`config.mk`:
```
export PLATFORM = sky130hd
export DESIGN_NAME = wildcard_stream_pattern_search_top
export DESIGN_NICKNAME = d
export VERILOG_FILES = /design/src/rtl/wsps_pkg.sv /design/src/rtl/wsps_matcher.sv /design/src/rtl/wildcard_stream_pattern_search_top.sv
export SDC_FILE = /design/constraint.sdc
export NUM_CORES = 1
export LEC_CHECK = 0
export BUFFER_PORTS_ARGS = -buffer_cell sky130_fd_sc_hd__buf_2
export CORE_UTILIZATION = 54
export CTS_BUF_LIST = sky130_fd_sc_hd__clkbuf_4 sky130_fd_sc_hd__clkbuf_8 sky130_fd_sc_hd__clkbuf_16
export DETAILED_ROUTE_END_ITERATION = 16
export PLACE_DENSITY_LB_ADDON = 0.3
export SYNTH_ARGS = -nofsm -noshare
export SYNTH_HDL_FRONTEND = slang
export SYNTH_SLANG_ARGS = --single-unit
```
`constraint.sdc`:
```
create_clock -name clk -period 8.2 [get_ports clk]
set_input_delay 0 -clock clk [delete_from_list [all_inputs] [get_ports clk]]
set_output_delay 0 -clock clk [all_outputs]
set_load 0.02 [all_outputs]
```
`src/rtl/wsps_pkg.sv`:
```
// ----------------------------------------------------------------------------
// wsps_pkg: shared types and constants for the wildcard pattern search
// Character codes, status codes, register indexes and the configuration
// bundle passed from the top level to the matcher.
// ----------------------------------------------------------------------------
package wsps_pkg;

  // Pattern characters with special meaning
  localparam logic [7:0] CH_WILD = 8'h3F;  // '?' matches any byte past position 0
  localparam logic [7:0] CH_LF   = 8'h0A;  // '\n' also matches CR LF
  localparam logic [7:0] CH_CR   = 8'h0D;

  // Configuration register indexes
  typedef enum logic [0:0] {
    REG_PATTERN_CHARS  = 1'b0,
    REG_PATTERN_LENGTH = 1'b1
  } reg_index_t;

  // Per-word status
  typedef enum logic [1:0] {
    STATUS_SEARCHING = 2'd0,
    STATUS_MATCHED   = 2'd1,
    STATUS_END       = 2'd2
  } status_t;

  // Pattern configuration
  typedef struct packed {
    logic [63:0] chars;
    logic [3:0]  length;
  } pattern_cfg_t;

endpackage

```
`src/rtl/wsps_matcher.sv`:
```
// ----------------------------------------------------------------------------
// wsps_matcher: match state and next-state logic
// Holds the match position and the pending-CR flag, and computes the status
// of one stream word. The state advances only when step is high.
// ----------------------------------------------------------------------------
module wsps_matcher #(
  parameter int MAX_PATTERN = 8
) (
  input  logic                  clk,
  input  logic                  rst,
  input  logic                  step,
  input  logic [7:0]            data_byte,
  input  logic                  is_end,
  input  wsps_pkg::pattern_cfg_t cfg,
  output wsps_pkg::status_t     status
);

  localparam int POS_W = (MAX_PATTERN > 1) ? $clog2(MAX_PATTERN) : 1;

  logic [POS_W-1:0] match_position;
  logic [POS_W-1:0] match_position_next;
  logic             cr_pending;
  logic             cr_pending_next;

  logic [3:0]       len_eff;
  logic [3:0]       pos_wide;
  logic [POS_W-1:0] pos_cur;
  logic             cr_cur;
  logic [7:0]       pat_char;
  logic [3:0]       pos_inc;
  logic             advance;

  // Clamp the configured length to 1..MAX_PATTERN
  always_comb begin
    if (cfg.length == 4'd0) begin
      len_eff = 4'd1;
    end else if (cfg.length > 4'(MAX_PATTERN)) begin
      len_eff = 4'(MAX_PATTERN);
    end else begin
      len_eff = cfg.length;
    end
  end

  // Re-arm when a shortened pattern leaves the position out of range
  assign pos_wide = 4'(match_position);
  assign pos_cur  = (pos_wide >= len_eff) ? '0 : match_position;
  assign cr_cur   = (pos_wide >= len_eff) ? 1'b0 : cr_pending;
  assign pat_char = cfg.chars[{pos_cur, 3'b000} +: 8];
  assign pos_inc  = 4'(pos_cur) + 4'd1;

  // Compare the word and pick the next state
  always_comb begin
    status              = wsps_pkg::STATUS_SEARCHING;
    advance             = 1'b0;
    match_position_next = pos_cur;
    cr_pending_next     = 1'b0;
    if (is_end) begin
      status              = wsps_pkg::STATUS_END;
      match_position_next = '0;
    end else begin
      if (cr_cur) begin
        // LF must follow the CR, anything else drops the partial match
        if (data_byte == wsps_pkg::CH_LF) begin
          advance = 1'b1;
        end else begin
          match_position_next = '0;
        end
      end else if (pos_cur == '0) begin
        advance = (data_byte == pat_char);
      end else if (data_byte == pat_char || pat_char == wsps_pkg::CH_WILD) begin
        advance = 1'b1;
      end else if (pat_char == wsps_pkg::CH_LF && data_byte == wsps_pkg::CH_CR) begin
        cr_pending_next = 1'b1;
      end else begin
        match_position_next = '0;
      end
      if (advance) begin
        if (pos_inc >= len_eff) begin
          status              = wsps_pkg::STATUS_MATCHED;
          match_position_next = '0;
        end else begin
          match_position_next = pos_inc[POS_W-1:0];
        end
      end
    end
  end

  // Hold or advance the match state
  always_ff @(posedge clk) begin
    if (rst) begin
      match_position <= '0;
      cr_pending     <= 1'b0;
    end else if (step) begin
      match_position <= match_position_next;
      cr_pending     <= cr_pending_next;
    end
  end

endmodule

```
`src/rtl/wildcard_stream_pattern_search_top.sv`:
```
// ----------------------------------------------------------------------------
// wildcard_stream_pattern_search_top: streaming pattern search
// Scans a byte stream for a configured pattern with '?' and CR LF handling.
//
// Usage:
//   Input channel (in_valid/in_ready): one word per byte, data_byte plus
//   is_end, which marks end of stream and yields an end status.
//   Output channel (out_valid/out_ready): one status word per input word,
//   in order: 0 searching, 1 pattern matched on this byte, 2 end without
//   match. After a match or end the matcher re-arms.
//   Configuration: cfg_we writes cfg_data to register cfg_index (0 pattern
//   characters, 1 pattern length) at the clock edge; write only while idle.
// Pipeline and throughput:
//   An accepted word is held and matched in the input register, then moves
//   to the output register. One word per cycle sustained while out_ready
//   is high; the match state update is a single compare and select per word.
// Reset and stalls:
//   rst clears the match state, both pipeline stages and the configuration
//   (pattern all zero, length 1). When out_ready is low the output word
//   holds, the input register fills, and in_ready drops until it drains.
// ----------------------------------------------------------------------------
module wildcard_stream_pattern_search_top #(
  parameter int MAX_PATTERN = 8
) (
  input  logic        clk,
  input  logic        rst,
  input  logic        in_valid,
  output logic        in_ready,
  input  logic [7:0]  data_byte,
  input  logic        is_end,
  output logic        out_valid,
  input  logic        out_ready,
  output logic [1:0]  status,
  input  logic        cfg_we,
  input  logic [0:0]  cfg_index,
  input  logic [63:0] cfg_data
);

  wsps_pkg::pattern_cfg_t cfg;

  logic               in_reg_valid;
  logic [7:0]         in_reg_byte;
  logic               in_reg_end;
  logic               step;
  wsps_pkg::status_t  status_next;

  // Configuration registers
  always_ff @(posedge clk) begin
    if (rst) begin
      cfg.chars  <= '0;
      cfg.length <= 4'd1;
    end else if (cfg_we) begin
      unique case (wsps_pkg::reg_index_t'(cfg_index))
        wsps_pkg::REG_PATTERN_CHARS:  cfg.chars  <= cfg_data;
        wsps_pkg::REG_PATTERN_LENGTH: cfg.length <= cfg_data[3:0];
        default: ;
      endcase
    end
  end

  // Move a word from input register to output register when there is room
  assign step     = in_reg_valid && (!out_valid || out_ready);
  assign in_ready = !in_reg_valid || step;

  // Input register
  always_ff @(posedge clk) begin
    if (rst) begin
      in_reg_valid <= 1'b0;
    end else if (in_ready) begin
      in_reg_valid <= in_valid;
    end
  end

  always_ff @(posedge clk) begin
    if (in_ready && in_valid) begin
      in_reg_byte <= data_byte;
      in_reg_end  <= is_end;
    end
  end

  wsps_matcher #(
    .MAX_PATTERN(MAX_PATTERN)
  ) u_matcher (
    .clk      (clk),
    .rst      (rst),
    .step     (step),
    .data_byte(in_reg_byte),
    .is_end   (in_reg_end),
    .cfg      (cfg),
    .status   (status_next)
  );

  // Output register: hold while stalled
  always_ff @(posedge clk) begin
    if (rst) begin
      out_valid <= 1'b0;
    end else if (!out_valid || out_ready) begin
      out_valid <= in_reg_valid;
    end
  end

  always_ff @(posedge clk) begin
    if (step) begin
      status <= status_next;
    end
  end

endmodule
```
==> impl_metrics.toml, run 1 <==
[outcome]
status = "finished clean"

[clocking]
clk_path_buf_depth = 2
cts.sinks = 85
cts_root_buf = "clkbuf_8"
cts_buffers = 9
tritoncts = "yes"
h-tree-depth = 3
clk_pin_slew_ns = 0.09
clock_latency_ns = 0.36
cts_resized = 0

[floorplan]
start_util_pct = 55.7
rows = 32
die_h_um = 91.1
die_area_um2 = 8290
die_w_um = 91.1
core_um2 = 7690
io_pins = 83

[timing]
maxSlewViolCount = 0
fin_crit_ns = 3.63
hold_slack_ns = 0.290
final.setup.tns_ns = 0
hold_viol = 0
tightestPinTransition_ns = 0.775
max_freq_ghz = 0.275
max_slew_margin_pct = 48.3
setup_viol = 0
rsz0062_at_grt = "false"
final.period_utilization_pct = 44.3
fin_worst_skew_ns = 0.0109

[layout]
drive_gt1_share_pct = 19.0
regArea_um2 = 1810
area_growth_pct = 32.8
multi_input_area_um2 = 2270
fill_cells = 568
nets = 756
final_util_pct = 74.0
antenna_cells = 0

[global_route]
grt_pass1_vias = 4479
grt_overflow = 0
grt_pass1_wl_um = 21200
grt_util_all_layers_pct = 32.3
antenna_found_initial = 0
grt_start_max_net_pins = 74

[route]
via_per_inst = 5.65
wl_met2_um = 6780
wl_met3_um = 702
ant_nets = 0
drtIter0Drc = 490
vias = 4373
route.detailed.drc = 0
wl_per_cell_um = 16.6
wl_um = 12900
met1_length_um = 5050
dr.pass1.iters = 5
top_layer = "met4"

[critical_path]
startpoint_type = "flip-flop"
cp_slowest_cell = "nor3_1"
timing.rr.start = "u_matcher.match_position[0]"
worst-path-max-fanout = 25
critical_path.max_stage_delay_ns = 0.57
path_cells = "buf_4, inv_2, ha_1, nor3b_4, o31ai_4, nor2_4, o22ai_2, o2111ai_1, a211o_1, nor3_1, nor3_1, nor4_1"
worst_setup_path_end_kind = "flip-flop"
cp_common_cell = "nor3_1"
cp.arrival_ns = 3.82
cp.required_ns = 8.38
ff2ff_path_depth = 12
r2r_slack_ns = 4.57
critical_path_class = "reg2reg"
reg2reg_to = "status[0]"

[power_and_ir_drop]
ir_worst_vdd_uv = 115
p_total_mw = 0.882
pwr_density_cell_nw_per_um2 = 155
p_leak_nw = 2.21

[yosys]
synth_nets = 613
synthCells = 525
avgSynthCellArea_um2 = 8.16
synth_edf_count = 11
synth_flop_cell = "dfxtp_1"
yosysUniqueCellTypes = 70
ys_seq_elements = 85
synth_area_leaders = "dfxtp_1, nand2_1, a21oi_1"
ys_warn_count = 0
async_reset_ff_share_pct = 0
synth.top_cell.area_share_pct = 34.6
yosysSeqAreaShare_pct = 42.3
syn_area_um2 = 4280
yosys.area.top_type = "dfxtp_1"

[placement]
io_buffers = 82
place_hpwl_um = 7530
place.gp.congestion = 0.867

[flow_run]
maxCapViolCount = 0

[min_path]
hold_start = "rst"
min_path_cells = 3
hp-class = "in2reg"
hold_path_end = "out_valid"
[registers in the layout, summed over array words and instances, names as in the netlist]
name	flops
cfg	68
in_reg_byte	8
in_reg_end	1
in_reg_valid	1
out_valid	1
status	2
u_matcher.cr_pending	1
u_matcher.match_position	3
[synth_stat cells, types with 7 or more instances]
cell type and count:
a21oi_1 85, clkbuf_1 24, dfxtp_1 74, edfxtp_1 11, ha_1 9, inv_1 8
mux2i_1 10, nand2_1 156, nand3_1 8, nor2_1 21, o22ai_1 7
[worst max-delay path by stage]
stage / startpoint / endpoint / slack [ns] / cells past startpoint
finish: u_matcher.match_position[0] / status[0] / 4.57 / 12
global route: u_matcher.match_position[0] / status[0] / 4.39 / 12
CTS: u_matcher.match_position[0] / status[0] / 4.64 / 12
detailed placement: u_matcher.match_position[0] / status[0] / 4.68 / 12
global placement: u_matcher.match_position[0] / status[0] / 4.82 / 12
floorplan: cfg[3] / u_matcher.match_position[2] / 5.23 / 16
[routing by layer]
metal,GRT usage (%),vias up
met5,0,-
met4,10.7,0
met3,6.37,38
met2,59.1,184
met1,37.5,2049
li1,-,2102
[stage by stage]
stage                     cell area (µm²)  setup slack, ns  instances
after floorplan                      4280             5.23        525
after global placement               4690             4.82        679
after detailed placement             4690             4.68        679
after CTS                            5690             4.64        774
after global routing                 5690             4.39        774
final                                5690             4.57        774
[where the power goes]
group          leakage [nW]  internal, mW  switching (mW)
Combinational          1.41        0.0647          0.0624
Clock                0.0927         0.142           0.160
Sequential            0.711         0.441          0.0129
Total                  2.21         0.647           0.235
[cell families after synthesis]
family                   share of synthesized area [%]
AO/OA/AOI/OAI                                     21.2
AND/OR/NAND/NOR                                   23.2
adder cells (fa/ha/maj)                           2.63
XOR/XNOR                                          1.64
buffers and inverters                             4.88
multiplexers                                      4.18
flip-flops                                        42.3
[critical path, delay by kind of cell, from the launching register on]
| family | cells | cell delay (ns) |
|---|---|---|
| buffers and inverters | 2 | 0.40 |
| DFF | 1 | 0.32 |
| adders and majority gates | 1 | 0.34 |
| AOI/OAI and AO/OA | 4 | 1.21 |
| and+or+nand+nor | 5 | 1.18 |
[area by class of cell]
type / instances / area share, %
well taps: 102 / 2.24
inverters: 9 / 0.594
repair buffers: 167 / 22.0
multi-input cells: 396 / 40.0
clock buffers: 9 / 2.18
flip-flops and latches: 85 / 31.9
clock inverters: 6 / 1.21
[repair_timing]
action                                  CTS  global route
setup buffers                             0             0
endpoints found under the setup margin    0             0
hold buffers                             80             0
hold endpoints to repair                 79             0
[cells in the final DEF (no fill, tap or decap), drive strengths merged, types with 10 or more instances in the layout]
cell type / synthesis / layout
nand2: 156 / 156
buf: 11 / 87
a21oi: 85 / 85
dlygate4sd3: 0 / 80
dfxtp: 74 / 74
nor2: 23 / 23
inv: 9 / 12
edfxtp: 11 / 11
mux2i: 10 / 10
Note: power is estimated with default switching activity, not from simulation.
==> inputs of run 2 (changes only) <==
Settings changed: CORE_UTILIZATION 54 to 50.
Clock period 8.2 ns to 3.3 ns, I/O delays scaled along.
==> run 2 against run 1 <==
Non-clock buffer count up 15. Critical path type unchanged. Register-to-register slack worse by 4.4 ns. Count of clock-buffer cells in the layout up 2. Largest power group unchanged. Clock skew about the same.
==> impl_metrics.toml, run 2 (synthesis gave the netlist of run 1 again) <==
[outcome]
status = "finished clean"

[route]
vias = 4327
via_per_inst = 5.46
ant_nets = 0
drtIter0Drc = 229
dr.pass1.iters = 5
wl_um = 12500
wl_per_cell_um = 15.7
route.detailed.drc = 0

[critical_path]
cp_common_cell = "nor2_1"
crit_family = "compound AO/OA/AOI/OAI gates"
worst-path-max-fanout = 7
worst_setup_path_end_kind = "flip-flop"
startpoint_type = "flip-flop"
critical_path_class = "reg2reg"
critical_path.max_stage_delay_ns = 0.37
path_cells = "nor2_1, nor2_1, nor2_1, ha_1, nor3b_4, o31ai_4, nor2_4, o22a_2, nor2_1, a211o_1, o21bai_4, a2111o_1, o31a_1, o31ai_1"
crit_buf_inv = 0
cp.required_ns = 3.57
cp.arrival_ns = 3.45
cp_slowest_cell = "a2111o_1"

[placement]
place.gp.congestion = 0.859
place_hpwl_um = 7850
io_buffers = 82
place_ws_ns = 0.0645

[power_and_ir_drop]
p_switching_mw = 0.584
pwr-share-seq_pct = 51.7
pwr_density_cell_nw_per_um2 = 372
internal-power_mw = 1.59
combPwrFrac_pct = 15.3
p_total_mw = 2.18
p_leak_nw = 2.31
ir_worst_vdd_uv = 267
power_frac_clock_pct = 33.0
swShare_pct = 26.8

[floorplan]
die_w_um = 94.6
die_h_um = 94.6
start_util_pct = 51.9
core_um2 = 8260
rows = 33
die_area_um2 = 8940
io_pins = 83

[layout]
largest_reg_flops = 68
antenna_cells = 0
area_growth_pct = 36.8
multi_input_area_um2 = 2300
largest-register = "cfg"
top_regs = "cfg: 68 flops, in_reg_byte: 8 flops, u_matcher.match_position: 3 flops"
regArea_um2 = 1820
mostFrequentLayoutCell = "nand2_1"
drive_gt1_share_pct = 22.1
layout_common_cells = "nand2_1, a21oi_1, buf_2, dlygate4sd3_1, dfxtp_1"
fill_cells = 631
nets = 771

[timing]
setup_ws_ns = 0.118
hold_slack_ns = 0.0108
fin_crit_ns = 3.18
hold_viol = 0
maxSlewViolCount = 0
max_freq_ghz = 0.314
max_slew_margin_pct = 19.6
tightestPinTransition_ns = 1.21
fin_worst_skew_ns = 0.0105
setup_viol = 0
final.period_utilization_pct = 96.4

[clocking]
clock_latency_ns = 0.37
tritoncts = "yes"
cts_buffers = 9
clk_path_buf_depth = 2
h-tree-depth = 3
cts.sinks = 85
clk_pin_slew_ns = 0.09
cts_root_buf = "clkbuf_8"

[global_route]
grt_pass1_vias = 4296
grt_util_all_layers_pct = 28.9
grt_start_max_net_pins = 65
grt_pass1_wl_um = 19900
grt_overflow = 0
antenna_found_initial = 0

[min_path]
hp-class = "in2reg"

[flow_run]
maxCapViolCount = 0
[run 2: cell count changes in the layout (fill, tap and decap cells not counted), sizes merged]
cell,delta
clkinvlp,-1
dlygate4sd3,-1
clkbuf,+2
clkinv,+1
buf,+16
bufinv,-1
[run 2: power by group through the flow]
stage	clock network [mW]	logic, mW	registers (mW)
2_1_floorplan	0	0.152	1.14
6_report	0.719	0.332	1.13
3_5_place_dp	0	0.231	1.15
4_1_cts	0.724	0.303	1.13
3_3_place_gp	0	0.226	1.15
5_1_grt	0.769	0.363	1.13
[run 2: path summary, 6_finish.rpt]
check / start / endpoint / slack [ns] / cells after the start
setup / recovery: cfg[2] / u_matcher.match_position[1] / 0.12 / 14
hold / removal: rst / cfg[6] / 0.01 / 2
hold reg to reg: cfg[59] / cfg[59] / 0.46 / 2
setup reg to reg: cfg[2] / u_matcher.match_position[1] / 0.12 / 14
[run 2: repair_timing]
item / 4_1_cts / 5_1_grt
endpoints found under the hold margin: 78 / 0
setup buffers: 0 / 9
hold buffers: 79 / 0
setup endpoints to repair: 0 / 4
gates resized for setup: 0 / 12
[run 2: layout make-up]
cell class / instances / share of cell area (%)
Clock buffer: 11 / 2.58
Clock inverter: 5 / 0.683
Inverter: 9 / 0.576
Multi-Input combinational cell: 396 / 39.2
Sequential cell: 85 / 31.0
Tap cell: 105 / 2.24
Timing Repair Buffer: 182 / 23.7
[run 2: through the flow]
stage | cells | instance area (µm²) | setup TNS, ns | utilization (%)
CTS | 784 | 5750 | 0 | 69.6
floorplan | 525 | 4280 | 0 | -
detailed placement | 689 | 4760 | 0 | 57.7
finish | 793 | 5860 | 0 | 71.0
global route | 793 | 5860 | -0.129 | 71.0
global placement | 689 | 4760 | 0 | 57.7
[run 2: routing by layer]
layer | GRT usage (%) | routed length, µm | vias to the layer above
met3 | 4.11 | 480 | 31
met2 | 51.8 | 6360 | 128
met5 | 0 | 0 | -
met1 | 34.3 | 5290 | 2040
met4 | 12.6 | 317 | 0
li1 | - | - | 2128
[run 2: worst reg2reg max path, delay by kind of cell, from the launching register on]
kind            cells  cell delay, ns
simple gates        6            0.90
fa+ha+maj           1            0.28
flops               1            0.34
compound gates      7            1.57
